--- src/rtl/tgd_pkg.sv ---
// Shared types, constants and register indexes of the tilt gesture detector.
package tgd_pkg;

   localparam int TIME_BITS      = 48;
   localparam int ACCEL_BITS     = 16;
   localparam int LEVEL_BITS     = 15;
   localparam int BAND_BITS      = 12;
   localparam int COUNT_BITS     = 4;
   localparam int DEBOUNCE_BITS  = 24;
   localparam int CSR_INDEX_BITS = 3;
   localparam int CSR_DATA_BITS  = 24;
   localparam int LIMIT_BITS     = 13;
   localparam int LIMIT_SQ_BITS  = 2 * LIMIT_BITS;
   localparam int MAG_SQ_BITS    = 2 * ACCEL_BITS;

   localparam int ONE_G = 4096;

   localparam logic [CSR_INDEX_BITS-1:0] CSR_DETECT_ENABLE    = 3'd0;
   localparam logic [CSR_INDEX_BITS-1:0] CSR_NEUTRAL_LEVEL    = 3'd1;
   localparam logic [CSR_INDEX_BITS-1:0] CSR_TRIGGER_LEVEL    = 3'd2;
   localparam logic [CSR_INDEX_BITS-1:0] CSR_STEADY_BAND      = 3'd3;
   localparam logic [CSR_INDEX_BITS-1:0] CSR_CONFIRM_COUNT    = 3'd4;
   localparam logic [CSR_INDEX_BITS-1:0] CSR_DEBOUNCE_TIME    = 3'd5;
   localparam logic [CSR_INDEX_BITS-1:0] CSR_DOWN_IS_POSITIVE = 3'd6;

   localparam int RST_NEUTRAL_LEVEL = 1638;
   localparam int RST_TRIGGER_LEVEL = 2867;
   localparam int RST_STEADY_BAND   = 2253;
   localparam int RST_CONFIRM_COUNT = 2;
   localparam int RST_DEBOUNCE_TIME = 700000;
   localparam int RST_LO            = ONE_G - RST_STEADY_BAND;
   localparam int RST_HI            = ONE_G + RST_STEADY_BAND;
   localparam int RST_LO_SQ         = RST_LO * RST_LO;
   localparam int RST_HI_SQ         = RST_HI * RST_HI;

   localparam logic [COUNT_BITS-1:0] HIT_MAX = '1;

   localparam logic [1:0] DIR_NONE = 2'd0;
   localparam logic [1:0] DIR_DOWN = 2'd1;
   localparam logic [1:0] DIR_UP   = 2'd2;

   typedef struct packed {
      logic                     detect_enable;
      logic [LEVEL_BITS-1:0]    neutral_level;
      logic [LEVEL_BITS-1:0]    trigger_level;
      logic [COUNT_BITS-1:0]    confirm_count;
      logic [DEBOUNCE_BITS-1:0] debounce_time;
      logic                     down_is_positive;
      logic [LIMIT_SQ_BITS-1:0] lo_sq;
      logic [LIMIT_SQ_BITS-1:0] hi_sq;
   } cfg_type;

endpackage

--- src/rtl/tgd_csr.sv ---
// Configuration registers, with the squared steady band limits kept beside them.
module tgd_csr (
   input  logic                                 clock,
   input  logic                                 reset,
   input  logic                                 csr_we,
   input  logic [tgd_pkg::CSR_INDEX_BITS-1:0]   csr_index,
   input  logic [tgd_pkg::CSR_DATA_BITS-1:0]    csr_wdata,
   output tgd_pkg::cfg_type                     cfg
);
   import tgd_pkg::*;

   cfg_type               cfg_ff, cfg_in;
   logic [LIMIT_BITS-1:0] lo_lim, hi_lim;

   // band limits from the incoming band value; lo never reaches zero
   assign lo_lim = LIMIT_BITS'(ONE_G) - {1'b0, csr_wdata[BAND_BITS-1:0]};
   assign hi_lim = LIMIT_BITS'(ONE_G) + {1'b0, csr_wdata[BAND_BITS-1:0]};

   always_comb begin
      cfg_in = cfg_ff;
      if (csr_we) begin
         case (csr_index)
            CSR_DETECT_ENABLE:    cfg_in.detect_enable    = csr_wdata[0];
            CSR_NEUTRAL_LEVEL:    cfg_in.neutral_level    = csr_wdata[LEVEL_BITS-1:0];
            CSR_TRIGGER_LEVEL:    cfg_in.trigger_level    = csr_wdata[LEVEL_BITS-1:0];
            CSR_STEADY_BAND: begin
               cfg_in.lo_sq = LIMIT_SQ_BITS'(lo_lim) * LIMIT_SQ_BITS'(lo_lim);
               cfg_in.hi_sq = LIMIT_SQ_BITS'(hi_lim) * LIMIT_SQ_BITS'(hi_lim);
            end
            CSR_CONFIRM_COUNT:    cfg_in.confirm_count    = csr_wdata[COUNT_BITS-1:0];
            CSR_DEBOUNCE_TIME:    cfg_in.debounce_time    = csr_wdata[DEBOUNCE_BITS-1:0];
            CSR_DOWN_IS_POSITIVE: cfg_in.down_is_positive = csr_wdata[0];
            default: ;
         endcase
      end
   end

   always_ff @(posedge clock) begin
      if (reset) begin
         cfg_ff.detect_enable    <= 1'b1;
         cfg_ff.neutral_level    <= LEVEL_BITS'(RST_NEUTRAL_LEVEL);
         cfg_ff.trigger_level    <= LEVEL_BITS'(RST_TRIGGER_LEVEL);
         cfg_ff.confirm_count    <= COUNT_BITS'(RST_CONFIRM_COUNT);
         cfg_ff.debounce_time    <= DEBOUNCE_BITS'(RST_DEBOUNCE_TIME);
         cfg_ff.down_is_positive <= 1'b1;
         cfg_ff.lo_sq            <= LIMIT_SQ_BITS'(RST_LO_SQ);
         cfg_ff.hi_sq            <= LIMIT_SQ_BITS'(RST_HI_SQ);
      end else begin
         cfg_ff <= cfg_in;
      end
   end

   assign cfg = cfg_ff;

endmodule

--- src/rtl/tgd_core.sv ---
// Gesture decision for one registered request, with armed, hit count and last fire time.
module tgd_core (
   input  logic                                     clock,
   input  logic                                     reset,
   input  logic                                     go,
   input  logic                                     func,
   input  logic signed [tgd_pkg::ACCEL_BITS-1:0]    accel_x,
   input  logic signed [tgd_pkg::ACCEL_BITS-1:0]    accel_y,
   input  logic signed [tgd_pkg::ACCEL_BITS-1:0]    accel_z,
   input  logic [tgd_pkg::TIME_BITS-1:0]            time_us,
   input  tgd_pkg::cfg_type                         cfg,
   output logic [1:0]                               direction
);
   import tgd_pkg::*;

   logic                   armed_ff, armed_in;
   logic [COUNT_BITS-1:0]  hit_ff, hit_in, hit_inc;
   logic [TIME_BITS-1:0]   last_ff, last_in, elapsed;
   logic [ACCEL_BITS-1:0]  ax, ay, an;
   logic [MAG_SQ_BITS-1:0] sq;
   logic                   steady, hit, elapsed_ok, positive;

   assign ax = accel_x[ACCEL_BITS-1] ? ACCEL_BITS'(-accel_x) : accel_x;
   assign ay = accel_y[ACCEL_BITS-1] ? ACCEL_BITS'(-accel_y) : accel_y;
   assign an = accel_z[ACCEL_BITS-1] ? ACCEL_BITS'(-accel_z) : accel_z;

   // total fits: three squares of at most 2^30
   assign sq = MAG_SQ_BITS'(ax) * MAG_SQ_BITS'(ax) +
               MAG_SQ_BITS'(ay) * MAG_SQ_BITS'(ay) +
               MAG_SQ_BITS'(an) * MAG_SQ_BITS'(an);
   assign steady = (sq > MAG_SQ_BITS'(cfg.lo_sq)) && (sq < MAG_SQ_BITS'(cfg.hi_sq));
   assign hit = steady && (an >= ACCEL_BITS'(cfg.trigger_level));
   assign hit_inc = (hit_ff != HIT_MAX) ? hit_ff + 1'b1 : hit_ff;

   assign elapsed = time_us - last_ff;
   assign elapsed_ok = (time_us >= last_ff) &&
                       (elapsed >= TIME_BITS'(cfg.debounce_time));
   assign positive = !accel_z[ACCEL_BITS-1] && (accel_z != '0);

   always_comb begin
      armed_in  = armed_ff;
      hit_in    = hit_ff;
      last_in   = last_ff;
      direction = DIR_NONE;
      if (func) begin
         armed_in = 1'b1;
         hit_in   = '0;
         last_in  = '0;
      end else if (cfg.detect_enable) begin
         if (!armed_ff) begin
            if (an < ACCEL_BITS'(cfg.neutral_level)) armed_in = 1'b1;
         end else if (!hit) begin
            hit_in = '0;
         end else if (hit_inc < cfg.confirm_count) begin
            hit_in = hit_inc;
         end else begin
            hit_in = '0;
            if (elapsed_ok) begin
               last_in  = time_us;
               armed_in = 1'b0;
               direction = (positive == cfg.down_is_positive) ? DIR_DOWN : DIR_UP;
            end
         end
      end
   end

   always_ff @(posedge clock) begin
      if (reset) begin
         armed_ff <= 1'b1;
         hit_ff   <= '0;
         last_ff  <= '0;
      end else if (go) begin
         armed_ff <= armed_in;
         hit_ff   <= hit_in;
         last_ff  <= last_in;
      end
   end

   a_fire_disarms: assert property (@(posedge clock) disable iff (reset)
      go && (direction != DIR_NONE) |=> !armed_ff && (last_ff == $past(time_us)))
      else $error("fired gesture did not disarm");

   a_disabled_quiet: assert property (@(posedge clock) disable iff (reset)
      go && !func && !cfg.detect_enable |=> $stable(hit_ff) && $stable(armed_ff))
      else $error("state changed while detection disabled");

   a_rearm_clears: assert property (@(posedge clock) disable iff (reset)
      go && func |=> armed_ff && (hit_ff == '0) && (last_ff == '0))
      else $error("rearm did not clear state");

   a_disarmed_quiet: assert property (@(posedge clock) disable iff (reset)
      !armed_ff |-> (direction == DIR_NONE))
      else $error("report while disarmed");

endmodule

--- src/rtl/tilt_gesture_detector.sv ---
// Top level of the tilt gesture detector: request register, decision, response register.
//
// Requests carry one accelerometer sample (x, y, z at 4096 counts per g, and a
// microsecond timestamp) or a rearm command (req_func = 1). Each request gives
// exactly one response with rsp_direction: none, tilted down or tilted up.
// A request is taken at a clock edge with req_valid high and req_stall low;
// a response is taken with rsp_valid high and rsp_stall low.
// A request passes through the request register, then the decision logic writes
// the response register and updates the detector state in the same edge.
// Throughput is one request per cycle, set by the single decision stage, unless rsp_stall.
// When the receiver stalls, the response holds, the request register still
// fills once, and req_stall rises only when both registers are occupied.
// Synchronous reset empties both registers, arms the detector, clears the hit
// count and last fire time, and restores the configuration reset values.
// The user writes configuration through csr_we / csr_index / csr_wdata only while idle;
// the block does not check it; a steady band write also updates the squared band limits.
module tilt_gesture_detector (
   input  logic                                     clock,
   input  logic                                     reset,
   input  logic                                     req_valid,
   output logic                                     req_stall,
   input  logic                                     req_func,
   input  logic signed [tgd_pkg::ACCEL_BITS-1:0]    req_accel_x,
   input  logic signed [tgd_pkg::ACCEL_BITS-1:0]    req_accel_y,
   input  logic signed [tgd_pkg::ACCEL_BITS-1:0]    req_accel_z,
   input  logic [tgd_pkg::TIME_BITS-1:0]            req_time_us,
   output logic                                     rsp_valid,
   input  logic                                     rsp_stall,
   output logic [1:0]                               rsp_direction,
   input  logic                                     csr_we,
   input  logic [tgd_pkg::CSR_INDEX_BITS-1:0]       csr_index,
   input  logic [tgd_pkg::CSR_DATA_BITS-1:0]        csr_wdata
);
   import tgd_pkg::*;

   cfg_type                      cfg;
   logic                         s1_valid_ff, rsp_valid_ff;
   logic                         s1_func_ff;
   logic signed [ACCEL_BITS-1:0] s1_x_ff, s1_y_ff, s1_z_ff;
   logic [TIME_BITS-1:0]         s1_time_ff;
   logic [1:0]                   dir_in, rsp_dir_ff;
   logic                         advance, go, take;

   tgd_csr u_csr (
      .clock     (clock),
      .reset     (reset),
      .csr_we    (csr_we),
      .csr_index (csr_index),
      .csr_wdata (csr_wdata),
      .cfg       (cfg)
   );

   // advance when the response register is free or being emptied
   assign advance   = !rsp_valid_ff || !rsp_stall;
   assign go        = s1_valid_ff && advance;
   assign req_stall = s1_valid_ff && !advance;
   assign take      = req_valid && !req_stall;

   tgd_core u_core (
      .clock     (clock),
      .reset     (reset),
      .go        (go),
      .func      (s1_func_ff),
      .accel_x   (s1_x_ff),
      .accel_y   (s1_y_ff),
      .accel_z   (s1_z_ff),
      .time_us   (s1_time_ff),
      .cfg       (cfg),
      .direction (dir_in)
   );

   always_ff @(posedge clock) begin
      if (reset) begin
         s1_valid_ff  <= 1'b0;
         rsp_valid_ff <= 1'b0;
      end else begin
         // hold a stalled request, otherwise load whatever is taken
         s1_valid_ff <= take || req_stall;
         if (advance) rsp_valid_ff <= s1_valid_ff;
      end
   end

   always_ff @(posedge clock) begin
      if (take) begin
         s1_func_ff <= req_func;
         s1_x_ff    <= req_accel_x;
         s1_y_ff    <= req_accel_y;
         s1_z_ff    <= req_accel_z;
         s1_time_ff <= req_time_us;
      end
      if (go) rsp_dir_ff <= dir_in;
   end

   assign rsp_valid     = rsp_valid_ff;
   assign rsp_direction = rsp_dir_ff;

   a_stall_holds_request: assert property (@(posedge clock) disable iff (reset)
      req_stall |=> s1_valid_ff)
      else $error("held request dropped");

   a_go_fills_response: assert property (@(posedge clock) disable iff (reset)
      go |=> rsp_valid_ff)
      else $error("decided request produced no response");

   a_stall_only_when_full: assert property (@(posedge clock) disable iff (reset)
      req_stall |-> rsp_valid_ff && rsp_stall)
      else $error("request stalled with room downstream");

endmodule

--- config.mk ---
export PLATFORM = sky130hd
export DESIGN_NAME = tilt_gesture_detector
export DESIGN_NICKNAME = d
export VERILOG_FILES = /design/src/rtl/tgd_pkg.sv /design/src/rtl/tgd_csr.sv /design/src/rtl/tgd_core.sv /design/src/rtl/tilt_gesture_detector.sv
export SDC_FILE = /design/constraint.sdc
export NUM_CORES = 2
export LEC_CHECK = 0
export BUFFER_PORTS_ARGS = -buffer_cell sky130_fd_sc_hd__buf_2
export CAP_MARGIN = 20
export CORE_MARGIN = 2
export CORE_UTILIZATION = 55
export CTS_BUF_LIST = sky130_fd_sc_hd__clkbuf_4
export CTS_CLUSTER_SIZE = 25
export DETAILED_ROUTE_END_ITERATION = 8
export PLACE_DENSITY = 0.69
export SYNTH_ARGS = -nofsm -noshare
export SYNTH_HDL_FRONTEND = slang
export SYNTH_SLANG_ARGS = --single-unit
--- constraint.sdc ---
create_clock -name clock -period 16.3 [get_ports clock]
set_input_delay 2.445 -clock clock [delete_from_list [all_inputs] [get_ports clock]]
set_output_delay 2.445 -clock clock [all_outputs]
set_load 0.01 [all_outputs]
=== Yosys cells after proc, flatten, opt, wreduce, memory -nomap -nowiden ===
Index checks and enable logic that the tools add are counted.

* Bits in registers: 266
* Input bits: 129
* Output and inout port bits: 4
* Logic and storage cells: 107

* Add/sub/neg operators: 9
* $mul: 5
* Order comparisons: 7
* Eq/ne operators: 9
* Muxes and demuxes: 23
* Bitwise logic cells: 4
* Reductions and logical operators: 31

{| class="wikitable"
|+ Operators with widths
! operator !! number
|-
| $mux 48 || 6
|-
| $mul 16x16->32 || 3
|-
| $add 32x32->32 || 2
|-
| $mul 13x13->26 || 2
|-
| $ge 48x24->1 || 1
|-
| $ge 48x48->1 || 1
|-
| $mux 16 || 3
|-
| $neg 16->16 || 3
|-
| $sub 48x48->48 || 1
|-
| $gt 32x26->1 || 1
|-
| $lt 32x26->1 || 1
|-
| $mux 4 || 6
|-
| $ge 16x15->1 || 1
|-
| $lt 16x15->1 || 1
|-
| $reduce_and 2->1 || 8
|-
| $reduce_bool 16->1 || 1
|-
| $add 13x12->13 const A || 1
|-
| $sub 13x12->13 const A || 1
|-
| $eq 3x3->1 const B || 3
|-
| $reduce_bool 2->1 || 4
|-
| $logic_and 1x1->1 || 7
|-
| $mux 1 || 7
|-
| $eq 3x2->1 const B || 2
|-
| $reduce_and 6->1 || 1
|-
| other kinds (13) || 21
|}

=== Depth between registers and ports, before layout ===
* Depth in word-level cells: 12
* Gate-level depth with buffers: 53

=== Modules after synthesis ===
A second synthesis with hierarchy kept.

* Cell total of the unflattened synthesis: 5303
* Area total of the unflattened synthesis: 47311.6 um2

{| class="wikitable"
|+ Modules (own cells, without submodules)
! module !! times used !! cells each !! area each (um2) !! seq. area each (um2)
|-
| tgd_core || 1 || 3637 || 30917.2 || 1061.0
|-
| tgd_csr || 1 || 1557 || 13335.3 || 2162.1
|-
| tilt_gesture_detector || 1 || 109 || 3059.2 || 3012.9
|}

=== Worst setup path before layout ===
Ideal clock, no wire load.

* Path kind: register to register
* Start point: reg s1_x_ff[0]
* End point: reg u_core.last_ff[20]
* Library setup time: 0.086 ns
* Arrival time: 11.467 ns
* Data required time: 16.214 ns
* Path slack: 4.747 ns
* Stages on the path, launching flop included: 47
* Buffers on the path: 3
* Clock period less this slack: 11.553 ns
* Path through: edfxtp_1 > clkbuf_1 > clkinv_1 > ha_1 > nand2_1 > or3_1 > nor2_1 > nand2_1 > o41ai_1 > xor2_1 > clkinv_1 > nand2_1 > fa_1 > fa_1 > inv_1 > fa_1 > inv_1 > fa_1 > [11 not listed] > a2111oi_0 > nor2_1 > o21ai_0 > a21oi_1 > xnor2_1 > ha_1 > a221oi_1 > nand4b_1 > a221oi_1 > o211ai_1 > a211oi_1 > nand4_1 > nor4_2 > and4_4 > buf_4 > buf_2 > o211ai_1 > o31ai_2

* Word-level cells in the longest chain between the ends: 10

{| class="wikitable"
|+ Ends and longest elaborated chain
! item !! line !! source
|-
| from (decl) || tilt_gesture_detector.sv:39 || <nowiki>logic signed [ACCEL_BITS-1:0] s1_x_ff, s1_y_ff, s1_z_ff;</nowiki>
|-
| from (signal assigned) || tilt_gesture_detector.sv:86 || <nowiki>s1_x_ff <= req_accel_x;</nowiki>
|-
| $neg 16->16 || tgd_core.sv:23 || <nowiki>assign ax = accel_x[ACCEL_BITS-1] ? ACCEL_BITS'(-accel_x) : accel_x;</nowiki>
|-
| $mux 16 (*) || tgd_core.sv:23 ||
|-
| $mul 16x16->32 (*) || tgd_core.sv:28 || <nowiki>assign sq = MAG_SQ_BITS'(ax) * MAG_SQ_BITS'(ax) +</nowiki>
|-
| $add 32x32->32 (*) || tgd_core.sv:28 ||
|-
| $add 32x32->32 (*) || tgd_core.sv:29 || <nowiki>MAG_SQ_BITS'(ay) * MAG_SQ_BITS'(ay) +</nowiki>
|-
| $gt 32x26->1 / $lt 32x26->1 (equally long branches) || tgd_core.sv:31 || <nowiki>assign steady = (sq > MAG_SQ_BITS'(cfg.lo_sq)) && (sq < MAG_SQ_BITS'(cfg.hi_sq));</nowiki>
|-
| $logic_and 1x1->1 (*) || tgd_core.sv:31 ||
|-
| $logic_and 1x1->1 (*) || tgd_core.sv:32 || <nowiki>assign hit = steady && (an >= ACCEL_BITS'(cfg.trigger_level));</nowiki>
|-
| $reduce_bool 2->1 (no line) (*) || - ||
|-
| $reduce_and 6->1 (no line) (*) || - ||
|-
| to (signal assigned) || tgd_core.sv:75 || <nowiki>last_ff <= last_in;</nowiki>
|-
| to (decl) || tgd_core.sv:18 || <nowiki>logic [TIME_BITS-1:0] last_ff, last_in, elapsed;</nowiki>
|}

Every way passes the cells marked *; elsewhere a longest branch is shown, timed or not.
A chain may end at the register's enable or synchronous reset.

=== Final worst setup path ===
* Start point: reg s1_z_ff[0]
* End point: reg u_core.last_ff[45]

* Word-level cells in the longest chain between the ends: 9

{| class="wikitable"
|+ Ends and longest elaborated chain
! item !! line !! source
|-
| from (decl) || tilt_gesture_detector.sv:39 ||
|-
| from (signal assigned) || tilt_gesture_detector.sv:88 || <nowiki>s1_z_ff <= req_accel_z;</nowiki>
|-
| $neg 16->16 || tgd_core.sv:25 || <nowiki>assign an = accel_z[ACCEL_BITS-1] ? ACCEL_BITS'(-accel_z) : accel_z;</nowiki>
|-
| $mux 16 (*) || tgd_core.sv:25 ||
|-
| $mul 16x16->32 || tgd_core.sv:30 || <nowiki>MAG_SQ_BITS'(an) * MAG_SQ_BITS'(an);</nowiki>
|-
| $add 32x32->32 || tgd_core.sv:29 ||
|-
| $gt 32x26->1 / $lt 32x26->1 (equally long branches) || tgd_core.sv:31 ||
|-
| $logic_and 1x1->1 || tgd_core.sv:31 ||
|-
| $logic_and 1x1->1 (*) || tgd_core.sv:32 ||
|-
| $reduce_bool 2->1 (no line) (*) || - ||
|-
| $reduce_and 6->1 (no line) (*) || - ||
|}

Marked as above.

==> reports/metrics.yaml <==
slowest_stage: "xor2_1"
synth_seq_cells: 262
grt_max_degree: 82
layout-drive-gt1-share_pct: 6.80
critPathMaxFanout: 26
drtIter0Drc: 2494
post_cts_buffers: 0
cts_max_level: 3
arrival_ns: 15.00
rsz0062_at_grt: "no"
fp.dieH_um: 294
finalSetupViolations: 0
seq_area_frac_synth_pct: 13.5
cts_resized: 0
cts_tree: "built"
period_minus_slack_ns: 14.29
ant_nets: 0
synth_edf_count: 99
routed_wl_mm: 122
dp_cells: 6251
worstSkewPairLatency_ns: 0.89
path_class: "flop to flop"
hold_viol: 0
die_w_um: 294
yosys-top-cells-count: "inv_1 (1240), fa_1 (807), ha_1 (551), nand2_1 (439), nor2_1 (408)"
cp-start-kind: "flop"
yosysTopAreaCell: "fa_1"
grt_pass1_vias: 36860
r2r_setup_slack_ns: 2.01
hpwl_mm: 101
io_pins: 133
max-cap-violations: 0
stdcell_area_mm2: 0.0492
gp_congestion: 0.939
wl_per_cell_um: 19.0
fin_nets: 6737
async_reset_ff_share_pct: 0
hold_slack_ns: 0.455
min_period_over_period_pct: 87.7
synth_cells: 5086
start_util_pct: 55.4
placed_cell_area_mm2: 0.0482
core_area_mm2: 0.0834
vias_per_cell: 5.47
crit_top_cell: "fa_1"
fin_skew_ns: 0.111
holdBufCountCts: 0
post_synth_instance_area_mm2: 0.0462
row_count: 106
io_buffers: 132
timing.fmax_ghz: 0.0700
worstMarginPinSlew_ns: 1.05
cts_buffers: 76
grt_use_total_pct: 29.5
slew_violations: 0
end_kind: "flop"
yosysWarnings: 0
vias: 34990
synth_top_area_share_pct: 35.0
die-area_mm2: 0.0863
maxSlewHeadroom_pct: 29.3
hold_class: "flop to flop"
cp.required_ns: 17.01
antenna_found_initial: 12
synth_ff_type: "dfxtp_1"
drc_errors: 0
syn2layout_area_growth_pct: 6.56
grt_overflow: 0
cts_buffer_depth: 3
dr.pass1.iters: 6
synth_cell_type_count: 86
clkTransAtPathRegs_ns: 0.07
outcome: "completed"
clock-sinks: 262
setup_tns_ns: 0
grt_pass1_wl_mm: 199
finalNonFillerCells: 6395
cts_root_buf: "clkbuf_4"
synth_most_common_cell: "inv_1"
syn_avg_cell_area_um2: 9.08
slowest_delay_ns: 0.63
synth_area_leaders: "fa_1 (35%), ha_1 (15%), inv_1 (10%)"
==> cells by family after synthesis <==
| family | Yosys count | synth area share (%) |
|---|---|---|
| buffers and inverters | 1403 | 11.5 |
| AO/OA/AOI/OAI | 711 | 10.3 |
| AND/OR/NAND/NOR | 1167 | 11.3 |
| multiplexers | 15 | 0.333 |
| other | 2 | 0.0163 |
| adder cells (fa/ha/maj) | 1358 | 49.9 |
| XOR/XNOR | 168 | 3.23 |
| flip-flops | 262 | 13.5 |
==> through the flow <==
| step | setup WS [ns] | util [%] |
|---|---|---|
| finish | 2.01 | 59.0 |
| CTS | 2.24 | 59.0 |
| floorplan | 4.75 | - |
| global placement | 2.54 | 57.8 |
| global route | 1.17 | 59.0 |
| detailed placement | 2.25 | 57.8 |
==> cell usage in the layout (no fill, tap or decap), drive strengths merged, types with 27 or more instances in the layout <==
master / n
fa: 807
xnor2: 107
nand4: 31
o211ai: 96
o31ai: 64
inv: 1248
conb: 45
edfxtp: 99
o21ai: 100
a21o: 77
dfxtp: 163
nor3: 51
clkinv: 40
a21oi: 207
nand2: 439
nand2b: 34
clkbuf: 114
nand3: 43
ha: 551
and2: 27
xor2: 60
nor2: 408
buf: 178
==> area by class of cell <==
cell class,count,area [um2]
multi-input combinational,3464,34900
clock buffer,114,856
clock inverter,22,135
tap,1080,1350
sequential,262,6240
inverter,1268,4760
antenna,7,17.5
fill,7421,34200
timing repair buffer,178,1010
==> state kept, by name, indices dropped and copies added (netlist names), 2 cells and up <==
name and flops:
s1_x_ff 16, u_csr.cfg 108, u_core.hit_ff 4, s1_time_ff 48
s1_y_ff 16, rsp_direction 2, s1_z_ff 16, u_core.last_ff 48
==> routing by layer <==
metal | global-route usage (%) | vias to the layer above | routed length (um)
met3 | 4.55 | 234 | 8210
met2 | 48.4 | 1152 | 56700
li1 | - | 16330 | -
met1 | 40.1 | 17268 | 52200
met5 | 0 | - | 32
met4 | 10.2 | 6 | 4550
==> worst paths after layout <==
path                     start                  to  cells past startpoint
setup / recovery    s1_z_ff[0]  u_core.last_ff[45]                     41
hold / removal    u_csr.cfg[7]        u_csr.cfg[7]                      2
setup reg to reg    s1_z_ff[0]  u_core.last_ff[45]                     41
hold reg to reg   u_csr.cfg[7]        u_csr.cfg[7]                      2
==> worst max-delay path, delay by kind of cell, from the launching register on <==
| family | cells | cell delay [ns] |
|---|---|---|
| AO/OA/AOI/OAI | 11 | 3.37 |
| AND/OR/NAND/NOR | 8 | 2.07 |
| XOR/XNOR | 2 | 0.88 |
| buffers and inverters | 8 | 1.87 |
| flip-flops | 1 | 0.55 |
| adder cells (fa/ha/maj) | 12 | 5.41 |
Power is left out: the tool's default activity adds up to more than one toggle a clock period on the data nets, which glitch-free logic cannot reach.
